$ cat config.mk
export PLATFORM = sky130hd
export DESIGN_NAME = video_fragment_reassembly_tracker
export DESIGN_NICKNAME = d
export VERILOG_FILES = /design/src/design/vfrt_pkg.sv /design/src/design/vfrt_pend_table.sv /design/src/design/vfrt_par_ring.sv /design/src/design/video_fragment_reassembly_tracker.sv
export SDC_FILE = /design/constraint.sdc
export NUM_CORES = 2
export LEC_CHECK = 0
export BUFFER_PORTS_ARGS = -buffer_cell sky130_fd_sc_hd__buf_2
export CAP_MARGIN = 40
export CORE_ASPECT_RATIO = 0.8
export CORE_MARGIN = 2
export CORE_UTILIZATION = 25
export CTS_BUF_LIST = sky130_fd_sc_hd__clkbuf_2
export CTS_CLUSTER_SIZE = 25
export DETAILED_ROUTE_END_ITERATION = 7
export PLACE_DENSITY_LB_ADDON = 0.2
export SLEW_MARGIN = 20
export SYNTH_ARGS = -nofsm -noshare
export SYNTH_HDL_FRONTEND = slang
export SYNTH_HIERARCHICAL = 1
export SYNTH_SLANG_ARGS = --single-unit
$ cat constraint.sdc
create_clock -name clk -period 13.7 [get_ports clk]
set_clock_uncertainty 0.2 [all_clocks]
set_input_delay 2.055 -clock clk [delete_from_list [all_inputs] [get_ports clk]]
set_output_delay 2.055 -clock clk [all_outputs]
set_load 0.02 [all_outputs]
$ cat src/design/vfrt_pkg.sv
// Shared types, constants and helpers of the video fragment reassembly tracker.
// Depends on nothing; every other design file imports it.
package vfrt_pkg;

  localparam int PEND_DEPTH   = 8;
  localparam int PARITY_DEPTH = 10;

  localparam int PIDX_W  = $clog2(PEND_DEPTH);
  localparam int PCNT_W  = $clog2(PEND_DEPTH + 1);
  localparam int PPTR_W  = (PARITY_DEPTH > 1) ? $clog2(PARITY_DEPTH) : 1;
  localparam int PPCNT_W = $clog2(PARITY_DEPTH + 1);

  localparam logic [3:0] EV_JOINED   = 4'd0;
  localparam logic [3:0] EV_MISMATCH = 4'd2;
  localparam logic [3:0] EV_OPENED   = 4'd1;
  localparam logic [3:0] EV_IDX_OVER = 4'd3;
  localparam logic [3:0] EV_LATE     = 4'd4;
  localparam logic [3:0] EV_IDX_BAD  = 4'd5;
  localparam logic [3:0] EV_CNT_BIG  = 4'd6;
  localparam logic [3:0] EV_DELIVER  = 4'd7;
  localparam logic [3:0] EV_DROP     = 4'd8;
  localparam logic [3:0] EV_FEC_REL  = 4'd9;
  localparam logic [3:0] EV_FEC_STO  = 4'd10;

  localparam logic [31:0] SEQ_HI_MASK = 32'hFFFFFF00;
  localparam logic [31:0] SEQ_WRAP    = 32'd256;
  localparam logic [7:0]  GOT_MAX     = 8'd255;

  localparam logic [2:0] REG_HOLD_LIMIT  = 3'd0;
  localparam logic [2:0] REG_LATE_WINDOW = 3'd4;

  typedef logic [PIDX_W-1:0]  pidx_t;
  typedef logic [PCNT_W-1:0]  pcnt_t;
  typedef logic [PPTR_W-1:0]  ppos_t;
  typedef logic [PPCNT_W-1:0] ppcnt_t;

  typedef struct packed {
    logic [31:0] seq;
    logic [31:0] stamp;
    logic [7:0]  total;
    logic [7:0]  got;
    logic        key;
    logic [15:0] turn;
  } pend_entry_t;

  typedef struct packed {
    logic        push;
    logic        pop;
    logic        inc;
    pend_entry_t entry;
  } pend_cmd_t;

  typedef struct packed {
    logic [31:0] seq;
    logic [7:0]  span;
  } par_entry_t;

  // True when a parity record ending at pseq and spanning pspan frames covers seq.
  function automatic logic covers(logic [31:0] seq, logic [31:0] pseq, logic [7:0] pspan);
    logic [31:0] low_end;
    low_end = pseq - {24'd0, pspan};
    return (seq <= pseq) && (seq > low_end);
  endfunction

endpackage

$ cat src/design/vfrt_pend_table.sv
// Pending frame table: a ring of entries in flip-flops, oldest at the head.
// Depends on vfrt_pkg.
module vfrt_pend_table (
  input  logic                clk,
  input  logic                rst_n,
  input  vfrt_pkg::pend_cmd_t cmd,
  input  vfrt_pkg::pidx_t     rd_off,
  output vfrt_pkg::pend_entry_t rd_data,
  output vfrt_pkg::pcnt_t     used
);
  import vfrt_pkg::*;

  pend_entry_t ent_r [PEND_DEPTH];
  pidx_t       head_r, head_nxt;
  pcnt_t       used_r, used_nxt;
  pidx_t       rd_idx, wr_idx;

  function automatic pidx_t wrap_add(pidx_t a, pidx_t b);
    logic [PIDX_W:0] s;
    s = {1'b0, a} + {1'b0, b};
    if (s >= (PIDX_W + 1)'(PEND_DEPTH)) begin
      s = s - (PIDX_W + 1)'(PEND_DEPTH);
    end
    return s[PIDX_W-1:0];
  endfunction

  assign rd_idx  = wrap_add(head_r, rd_off);
  assign wr_idx  = wrap_add(head_r, used_r[PIDX_W-1:0]);
  assign rd_data = ent_r[rd_idx];
  assign used    = used_r;

  always_comb begin
    head_nxt = head_r;
    used_nxt = used_r;
    if (cmd.pop && (used_r != '0)) begin
      head_nxt = wrap_add(head_r, pidx_t'(1));
      used_nxt = used_r - pcnt_t'(1);
    end else if (cmd.push && (used_r < pcnt_t'(PEND_DEPTH))) begin
      used_nxt = used_r + pcnt_t'(1);
    end
  end

  always_ff @(posedge clk) begin
    if (!rst_n) begin
      head_r <= '0;
      used_r <= '0;
    end else begin
      head_r <= head_nxt;
      used_r <= used_nxt;
    end
  end

  always_ff @(posedge clk) begin
    if (cmd.push && (used_r < pcnt_t'(PEND_DEPTH))) begin
      ent_r[wr_idx] <= cmd.entry;
    end else if (cmd.inc && (ent_r[rd_idx].got < GOT_MAX)) begin
      ent_r[rd_idx].got <= ent_r[rd_idx].got + 8'd1;
    end
  end

endmodule

$ cat src/design/vfrt_par_ring.sv
// Parity record ring; when full a new record replaces the oldest one.
// Depends on vfrt_pkg.
module vfrt_par_ring (
  input  logic                 clk,
  input  logic                 rst_n,
  input  logic                 wr_en,
  input  vfrt_pkg::par_entry_t wr_data,
  input  vfrt_pkg::ppos_t      rd_off,
  output vfrt_pkg::par_entry_t rd_data,
  output vfrt_pkg::ppcnt_t     used
);
  import vfrt_pkg::*;

  par_entry_t rec_r [PARITY_DEPTH];
  ppos_t      head_r;
  ppcnt_t     used_r;
  ppos_t      rd_idx, wr_idx;
  logic       full;

  function automatic ppos_t wrap_add(ppos_t a, ppos_t b);
    logic [PPTR_W:0] s;
    s = {1'b0, a} + {1'b0, b};
    if (s >= (PPTR_W + 1)'(PARITY_DEPTH)) begin
      s = s - (PPTR_W + 1)'(PARITY_DEPTH);
    end
    return s[PPTR_W-1:0];
  endfunction

  assign full    = (used_r == ppcnt_t'(PARITY_DEPTH));
  assign rd_idx  = wrap_add(head_r, rd_off);
  assign wr_idx  = full ? head_r : wrap_add(head_r, used_r[PPTR_W-1:0]);
  assign rd_data = rec_r[rd_idx];
  assign used    = used_r;

  always_ff @(posedge clk) begin
    if (!rst_n) begin
      head_r <= '0;
      used_r <= '0;
    end else if (wr_en) begin
      if (full) begin
        head_r <= wrap_add(head_r, ppos_t'(1));
      end else begin
        used_r <= used_r + ppcnt_t'(1);
      end
    end
  end

  always_ff @(posedge clk) begin
    if (wr_en) begin
      rec_r[wr_idx] <= wr_data;
    end
  end

endmodule

$ cat src/design/video_fragment_reassembly_tracker.sv
// Top level of the video fragment reassembly tracker: sequencer, registers, output.
// Depends on vfrt_pkg, vfrt_pend_table and vfrt_par_ring.
//
// An item is taken when start is high and busy is low. Busy stays high until the
// item's final result has been decided, and that result is on the outputs in the
// first cycle in which busy is low. A fragment walks the pending table one entry
// per cycle looking for its stamp. Each retirement check of the oldest frame walks
// the parity ring one record per cycle through one shared coverage comparator.
// A fragment that matches a pending entry ends its search there. A fragment
// that opens a new frame then retires pending frames from the oldest: each is
// delivered, dropped or released against a parity record, and a parity search
// that finds nothing ends the item. A parity item may release the oldest frame
// and then stores its record. Each result is presented on out_valid for one
// cycle, when the item's next result is decided or when the item ends, so that
// the final one can carry out_last. The receiver cannot hold results off and
// must take them as they come.
module video_fragment_reassembly_tracker (
  input  logic        clk,
  input  logic        rst_n,
  input  logic        start,
  output logic        busy,
  input  logic        in_kind,
  input  logic [31:0] in_stamp,
  input  logic [7:0]  in_seq_low,
  input  logic [15:0] in_part_index,
  input  logic [15:0] in_part_total,
  input  logic        in_is_key,
  input  logic [15:0] in_turn,
  input  logic [7:0]  in_span,
  output logic        out_valid,
  output logic [3:0]  out_event_res,
  output logic [31:0] out_frame_seq,
  output logic        out_frame_key,
  output logic [15:0] out_frame_turn,
  output logic        out_last,
  input  logic        psel,
  input  logic        penable,
  input  logic        pwrite,
  input  logic [2:0]  paddr,
  input  logic [31:0] pwdata,
  output logic [31:0] prdata,
  output logic        pready
);
  import vfrt_pkg::*;

  localparam logic [3:0] S_IDLE  = 4'd0;
  localparam logic [3:0] S_SRCH  = 4'd1;
  localparam logic [3:0] S_EXT   = 4'd2;
  localparam logic [3:0] S_CHK   = 4'd3;
  localparam logic [3:0] S_RHEAD = 4'd4;
  localparam logic [3:0] S_RPAR  = 4'd5;
  localparam logic [3:0] S_PCHK  = 4'd6;
  localparam logic [3:0] S_PWR   = 4'd7;
  localparam logic [3:0] S_FIN   = 4'd8;

  logic [3:0]  state_r, state_nxt;
  logic [2:0]  hold_limit_r;
  logic [7:0]  late_window_r;
  logic [31:0] last_seq_r, last_seq_nxt;
  logic        await_r, await_nxt;
  pcnt_t       cnt_r, cnt_nxt;
  ppcnt_t      pcnt_r, pcnt_nxt;
  logic [31:0] fseq_r, fseq_nxt;

  logic        kind_r, key_r;
  logic [31:0] stamp_r;
  logic [7:0]  low_r, span_r;
  logic [15:0] idx_r, tot_r, turn_r;

  pend_cmd_t   pcmd;
  pend_entry_t prd;
  pcnt_t       pused;
  pidx_t       prd_off;
  logic        par_wr;
  par_entry_t  par_wdata, par_rd;
  ppcnt_t      par_used;

  logic        emit_v, fin;
  logic [3:0]  emit_ev;
  logic [31:0] emit_seq;
  logic        emit_key;
  logic [15:0] emit_turn;

  logic        hold_v_r;
  logic [3:0]  hold_ev_r;
  logic [31:0] hold_seq_r;
  logic        hold_key_r;
  logic [15:0] hold_turn_r;

  logic        out_valid_r, out_key_r, out_last_r;
  logic [3:0]  out_ev_r;
  logic [31:0] out_seq_r;
  logic [15:0] out_turn_r;

  logic [31:0] pseq_c, cov_pseq;
  logic [7:0]  cov_span;
  logic        cov_hit;
  pcnt_t       lim;
  logic        accept, cfg_wr;

  assign accept = start && !busy;
  assign busy   = (state_r != S_IDLE);
  assign pready = 1'b1;
  assign cfg_wr = psel && penable && pwrite;

  always_comb begin
    unique case (paddr)
      REG_HOLD_LIMIT:  prdata = {29'd0, hold_limit_r};
      REG_LATE_WINDOW: prdata = {24'd0, late_window_r};
      default:         prdata = 32'd0;
    endcase
  end

  always_ff @(posedge clk) begin
    if (!rst_n) begin
      hold_limit_r  <= 3'd3;
      late_window_r <= 8'd3;
    end else if (cfg_wr) begin
      if (paddr == REG_HOLD_LIMIT) begin
        hold_limit_r <= pwdata[2:0];
      end else if (paddr == REG_LATE_WINDOW) begin
        late_window_r <= pwdata[7:0];
      end
    end
  end

  always_comb begin
    if (hold_limit_r == 3'd0) begin
      lim = pcnt_t'(1);
    end else if (32'(hold_limit_r) > 32'(PEND_DEPTH - 2)) begin
      lim = pcnt_t'(PEND_DEPTH - 2);
    end else begin
      lim = pcnt_t'(hold_limit_r);
    end
  end

  vfrt_pend_table u_pend (
    .clk     (clk),
    .rst_n   (rst_n),
    .cmd     (pcmd),
    .rd_off  (prd_off),
    .rd_data (prd),
    .used    (pused)
  );

  vfrt_par_ring u_par (
    .clk     (clk),
    .rst_n   (rst_n),
    .wr_en   (par_wr),
    .wr_data (par_wdata),
    .rd_off  (pcnt_r[PPTR_W-1:0]),
    .rd_data (par_rd),
    .used    (par_used)
  );

  // Parity items extend their sequence without stepping ahead a wrap.
  assign pseq_c   = (last_seq_r & SEQ_HI_MASK) | {24'd0, low_r};
  assign prd_off  = (state_r == S_SRCH) ? cnt_r[PIDX_W-1:0] : '0;
  assign cov_pseq = (state_r == S_RPAR) ? par_rd.seq : pseq_c;
  assign cov_span = (state_r == S_RPAR) ? par_rd.span : span_r;
  assign cov_hit  = covers(prd.seq, cov_pseq, cov_span);

  assign par_wdata.seq  = pseq_c;
  assign par_wdata.span = span_r;

  always_comb begin
    state_nxt    = state_r;
    last_seq_nxt = last_seq_r;
    await_nxt    = await_r;
    cnt_nxt      = cnt_r;
    pcnt_nxt     = pcnt_r;
    fseq_nxt     = fseq_r;
    pcmd         = '0;
    par_wr       = 1'b0;
    emit_v       = 1'b0;
    emit_ev      = EV_JOINED;
    emit_seq     = fseq_r;
    emit_key     = 1'b0;
    emit_turn    = 16'd0;
    fin          = 1'b0;

    pcmd.entry.seq   = fseq_r;
    pcmd.entry.stamp = stamp_r;
    pcmd.entry.total = tot_r[7:0];
    pcmd.entry.got   = 8'd1;
    pcmd.entry.key   = key_r;
    pcmd.entry.turn  = turn_r;

    unique case (state_r)
      S_IDLE: begin
        cnt_nxt = '0;
        if (accept) begin
          state_nxt = in_kind ? S_PCHK : S_SRCH;
        end
      end
      S_SRCH: begin
        if (cnt_r < pused) begin
          if (prd.stamp == stamp_r) begin
            emit_v   = 1'b1;
            emit_seq = prd.seq;
            if (tot_r != {8'd0, prd.total}) begin
              emit_ev = EV_MISMATCH;
            end else if (idx_r >= {8'd0, prd.total}) begin
              emit_ev = EV_IDX_OVER;
            end else begin
              emit_ev  = EV_JOINED;
              pcmd.inc = 1'b1;
            end
            state_nxt = S_FIN;
          end else begin
            cnt_nxt = cnt_r + pcnt_t'(1);
          end
        end else begin
          state_nxt = S_EXT;
        end
      end
      S_EXT: begin
        fseq_nxt = (last_seq_r & SEQ_HI_MASK) | {24'd0, low_r};
        if (last_seq_r[7:0] > low_r) begin
          fseq_nxt = fseq_nxt + SEQ_WRAP;
        end
        state_nxt = S_CHK;
      end
      S_CHK: begin
        emit_v = 1'b1;
        if ((last_seq_r > {24'd0, late_window_r}) &&
            (fseq_r < last_seq_r - {24'd0, late_window_r})) begin
          emit_ev   = EV_LATE;
          state_nxt = S_FIN;
        end else if (idx_r >= tot_r) begin
          emit_ev   = EV_IDX_BAD;
          state_nxt = S_FIN;
        end else if (tot_r > 16'd255) begin
          emit_ev   = EV_CNT_BIG;
          state_nxt = S_FIN;
        end else begin
          emit_ev      = EV_OPENED;
          pcmd.push    = 1'b1;
          last_seq_nxt = fseq_r;
          state_nxt    = S_RHEAD;
        end
      end
      S_RHEAD: begin
        emit_seq  = prd.seq;
        emit_key  = prd.key;
        emit_turn = prd.turn;
        pcnt_nxt  = '0;
        if (pused > lim) begin
          if (prd.got == prd.total) begin
            emit_v   = 1'b1;
            emit_ev  = EV_DELIVER;
            pcmd.pop = 1'b1;
          end else if (({1'b0, prd.got} + 9'd1 == {1'b0, prd.total}) && !await_r) begin
            state_nxt = S_RPAR;
          end else begin
            await_nxt = 1'b0;
            emit_v    = 1'b1;
            emit_ev   = EV_DROP;
            pcmd.pop  = 1'b1;
          end
        end else begin
          state_nxt = S_FIN;
        end
      end
      S_RPAR: begin
        emit_seq  = prd.seq;
        emit_key  = prd.key;
        emit_turn = prd.turn;
        if (pcnt_r < par_used) begin
          if (cov_hit) begin
            emit_v    = 1'b1;
            emit_ev   = EV_FEC_REL;
            pcmd.pop  = 1'b1;
            state_nxt = S_RHEAD;
          end else begin
            pcnt_nxt = pcnt_r + ppcnt_t'(1);
          end
        end else begin
          await_nxt = 1'b1;
          state_nxt = S_FIN;
        end
      end
      S_PCHK: begin
        emit_seq  = prd.seq;
        emit_key  = prd.key;
        emit_turn = prd.turn;
        if (await_r && (pused != '0) && cov_hit) begin
          emit_v    = 1'b1;
          emit_ev   = EV_FEC_REL;
          pcmd.pop  = 1'b1;
          await_nxt = 1'b0;
        end
        state_nxt = S_PWR;
      end
      S_PWR: begin
        par_wr    = 1'b1;
        emit_v    = 1'b1;
        emit_ev   = EV_FEC_STO;
        emit_seq  = pseq_c;
        state_nxt = S_FIN;
      end
      S_FIN: begin
        fin       = 1'b1;
        state_nxt = S_IDLE;
      end
      default: begin
        state_nxt = S_IDLE;
      end
    endcase
  end

  always_ff @(posedge clk) begin
    if (!rst_n) begin
      state_r    <= S_IDLE;
      last_seq_r <= 32'd0;
      await_r    <= 1'b0;
      cnt_r      <= '0;
      pcnt_r     <= '0;
    end else begin
      state_r    <= state_nxt;
      last_seq_r <= last_seq_nxt;
      await_r    <= await_nxt;
      cnt_r      <= cnt_nxt;
      pcnt_r     <= pcnt_nxt;
    end
  end

  always_ff @(posedge clk) begin
    fseq_r <= fseq_nxt;
    if (accept) begin
      kind_r  <= in_kind;
      stamp_r <= in_stamp;
      low_r   <= in_seq_low;
      idx_r   <= in_part_index;
      tot_r   <= in_part_total;
      key_r   <= in_is_key;
      turn_r  <= in_turn;
      span_r  <= in_span;
    end
  end

  // A result is held back one step so that the final one can carry last.
  always_ff @(posedge clk) begin
    if (!rst_n) begin
      hold_v_r    <= 1'b0;
      out_valid_r <= 1'b0;
    end else begin
      out_valid_r <= (emit_v || fin) && hold_v_r;
      if (emit_v) begin
        hold_v_r <= 1'b1;
      end else if (fin) begin
        hold_v_r <= 1'b0;
      end
    end
  end

  always_ff @(posedge clk) begin
    if (emit_v || fin) begin
      out_ev_r   <= hold_ev_r;
      out_seq_r  <= hold_seq_r;
      out_key_r  <= hold_key_r;
      out_turn_r <= hold_turn_r;
      out_last_r <= fin;
    end
    if (emit_v) begin
      hold_ev_r   <= emit_ev;
      hold_seq_r  <= emit_seq;
      hold_key_r  <= emit_key;
      hold_turn_r <= emit_turn;
    end
  end

  assign out_valid      = out_valid_r;
  assign out_event_res  = out_ev_r;
  assign out_frame_seq  = out_seq_r;
  assign out_frame_key  = out_key_r;
  assign out_frame_turn = out_turn_r;
  assign out_last       = out_last_r;

  a_used_bound: assert property (@(posedge clk) disable iff (!rst_n)
    pused <= pcnt_t'(PEND_DEPTH))
    else $error("pending count beyond table depth");

  a_out_after_busy: assert property (@(posedge clk) disable iff (!rst_n)
    out_valid |-> $past(busy))
    else $error("result strobe without an item in progress");

  a_accept_busy: assert property (@(posedge clk) disable iff (!rst_n)
    accept |=> busy)
    else $error("busy not raised after a transfer");

  a_par_write_kind: assert property (@(posedge clk) disable iff (!rst_n)
    par_wr |-> kind_r)
    else $error("parity ring written by a video fragment");

endmodule
==> results.json <==
{
  "status": "finished, final reports clean",
  "fin_hold_ws_ns": 0.167,
  "grt_pass1_vias": 38402,
  "critPathMaxStageDelay_ns": 0.64,
  "min_from": "hold_turn_r[4]",
  "pwr-share-comb_pct": 16.9,
  "finalWorstPathRequiredPeriod_ns": 10.95,
  "syn_inst": 3863,
  "initialDrtViolationCount": 2479,
  "cap_violations": 0,
  "tightestPinTransition_ns": 1.16,
  "seqPwrFrac_pct": 52.9,
  "first_pass_iters": 6,
  "crit_type": "register to register",
  "p_leak_nw": 25.7,
  "place_inst": 7423,
  "power.share.clock_pct": 30.2,
  "critPathSlowestCell": "nand2b_2",
  "port_buffers": 178,
  "synthFlopType": "edfxtp_1",
  "synth_cell_types": 96,
  "startpoint": "u_par/head_r[0]",
  "ir_worst_vdd_uv": 88.6,
  "cts_tree": "built",
  "clk_pin_slew_worst_paths_ns": 0.10,
  "required_ns": 14.81,
  "multi_input_area_sq_um": 19600,
  "p_sw_w": 0.00324,
  "cts_resized": 0,
  "via_count": 36812,
  "rsz0062_at_grt": "no",
  "post-route-drc-count": 0,
  "core_sq_um": 257000,
  "hold_class": "register to register",
  "drv_slew": 0,
  "synth_edf_count": 1412,
  "antenna_found_initial": 17,
  "layout_commonest_cell": "edfxtp_1",
  "die_w_um": 573,
  "finalNetCount": 4817,
  "routed_wl_mm": 181,
  "start_util_pct": 25.2,
  "die_y_um": 459,
  "wl_per_cell_um": 22.0,
  "viasPerCell": 4.47,
  "grt_pass1_wl_mm": 263,
  "cts.root.buffer_cell": "clkbuf_2",
  "cts_setup_buffers": 0,
  "n_fill_cell": 25821,
  "htreeDepth": 5,
  "syn2layout_area_growth_pct": 15.9,
  "num_rows": 166,
  "async_flop_share_pct": 0,
  "intPower_w": 0.00736,
  "numCtsBuffers": 418,
  "ios": 228,
  "fin_setup_tns_ns": 0,
  "swShare_pct": 30.6,
  "synth-seq-cells": 1485,
  "drive_gt1_share_pct": 29.7,
  "endpoint_kind": "register",
  "clk_latency_ns": 1.83,
  "cellPowerDensity_nw_per_um2": 141,
  "most-common-layout-cells": "1412 x edfxtp_1, 631 x clkbuf_2, 234 x mux4_2",
  "grt_max_degree": 90,
  "layout.cells.non_filler": 8238,
  "dp_hpwl_mm": 110,
  "syn_avg_cell_area_sq_um": 16.7,
  "grt.overflow.total": 0,
  "crit_path_max_fanout": 29,
  "setup_violations": 0,
  "synth_area_sq_um": 64700,
  "r2r_start": "u_par/head_r[0]",
  "period_share_pct": 79.9,
  "arrival_ns": 12.06,
  "ys_seq_area_share_pct": 67.8,
  "hold_violations": 0,
  "max_slew_margin_pct": 22.5,
  "start_kind": "register",
  "antenna_left": 0,
  "max_freq_ghz": 0.0913,
  "yosysWarnings": 6,
  "die_area_sq_um": 263000,
  "ff_latch_area_sq_um": 43900,
  "cts_hold_buf": 85,
  "cts.sinks": 1485,
  "clockBufferDepth": 4,
  "grt_usage_pct": 13.7,
  "place.gp.congestion": 0.774
}
## final timing paths
check	end	slack [ns]	cells after the start
min	out_frame_turn[4]	0.17	0
min reg2reg	out_frame_turn[4]	0.17	0
max	hold_turn_r[5]	2.75	34
max reg2reg	hold_turn_r[5]	2.75	34
## area by class of cell
cell class	count	area share, %
multi-input cells	2070	26.1
diodes	9	0.0300
inverters	137	0.689
clock buffers	631	4.21
repair buffers	382	4.09
clock inverters	80	0.643
flip-flops and latches	1485	58.5
well taps	3444	5.75
## metal layers
metal | up-vias | track usage, % | wire length [um]
met5 | - | 0 | 47
li1 | 16686 | - | -
met4 | 6 | 4.62 | 4550
met3 | 317 | 2.71 | 8970
met2 | 983 | 19.6 | 77100
met1 | 18820 | 20.3 | 90500
## cells in the mapped netlist (all sizes together), types with 42 or more instances
library cell	n	area share [%]
nand4	53	0.55
buf	121	1.2
nand3	47	0.37
ha	177	3.4
inv	136	0.79
dfxtp	73	2.3
o21ai	44	0.34
and3	142	1.4
a21oi	75	0.58
mux2i	119	1.8
nand2	184	1.1
clkbuf	81	0.47
mux2	112	2.0
a211oi	60	0.93
nor3	54	0.44
xor2	46	0.62
xnor2	114	1.6
and2	71	0.69
mux4	234	8.1
a2111oi	42	0.94
nor2b	55	0.53
nor2	142	0.83
edfxtp	1412	66
## worst max-delay path, delay by kind of cell, from the launching register on
| family | cells | cell delay, ns |
|---|---|---|
| AOI/OAI and AO/OA | 12 | 3.04 |
| xor gates and xnor gates | 1 | 0.14 |
| adders and majority gates | 6 | 2.00 |
| buffers and inverters | 5 | 1.42 |
| DFF | 1 | 0.44 |
| muxes | 1 | 0.27 |
| and+or+nand+nor | 9 | 2.96 |
## power groups by stage
stage                     clock network [W]  registers (W)  logic [W]
final                               0.00320        0.00561    0.00179
after detailed placement                  0        0.00572    0.00178
after floorplan                           0        0.00568    0.00106
after global routing                0.00360        0.00564    0.00200
after CTS                           0.00338        0.00562    0.00181
after global placement                    0        0.00573    0.00174
## kinds of logic (layout without fill, tap and decap cells)
logic type	count (synthesis)	in the layout	share of synthesized area, %
AND/OR/NAND/NOR	836	836	6.82
flip-flops	1485	1485	67.8
AO/OA/AOI/OAI	389	389	5.01
multiplexers	465	465	12.0
other	2	42	0.0116
XOR/XNOR	162	162	2.26
adder cells (fa/ha/maj)	185	185	3.66
buffers and inverters	339	1230	2.45
## flip-flops by register name (all words and copies together) (netlist names), 32 cells and up
register,count
last_seq_r,32
stamp_r,32
out_frame_seq,32
fseq_r,32
u_pend/ent_r,776
hold_seq_r,32
u_par/rec_r,400
## per-stage QoR
step	power (W)	cell area, sq um	worst slack, ns	utilization [%]
global route	0.0112	75000	1.87	29.2
floorplan	0.00673	64800	2.01	-
finish	0.0106	75000	2.75	29.2
detailed placement	0.00750	70300	2.19	27.4
global placement	0.00746	69800	2.12	27.2
CTS	0.0108	74800	2.12	29.1
(Power assumes the default switching activity.)
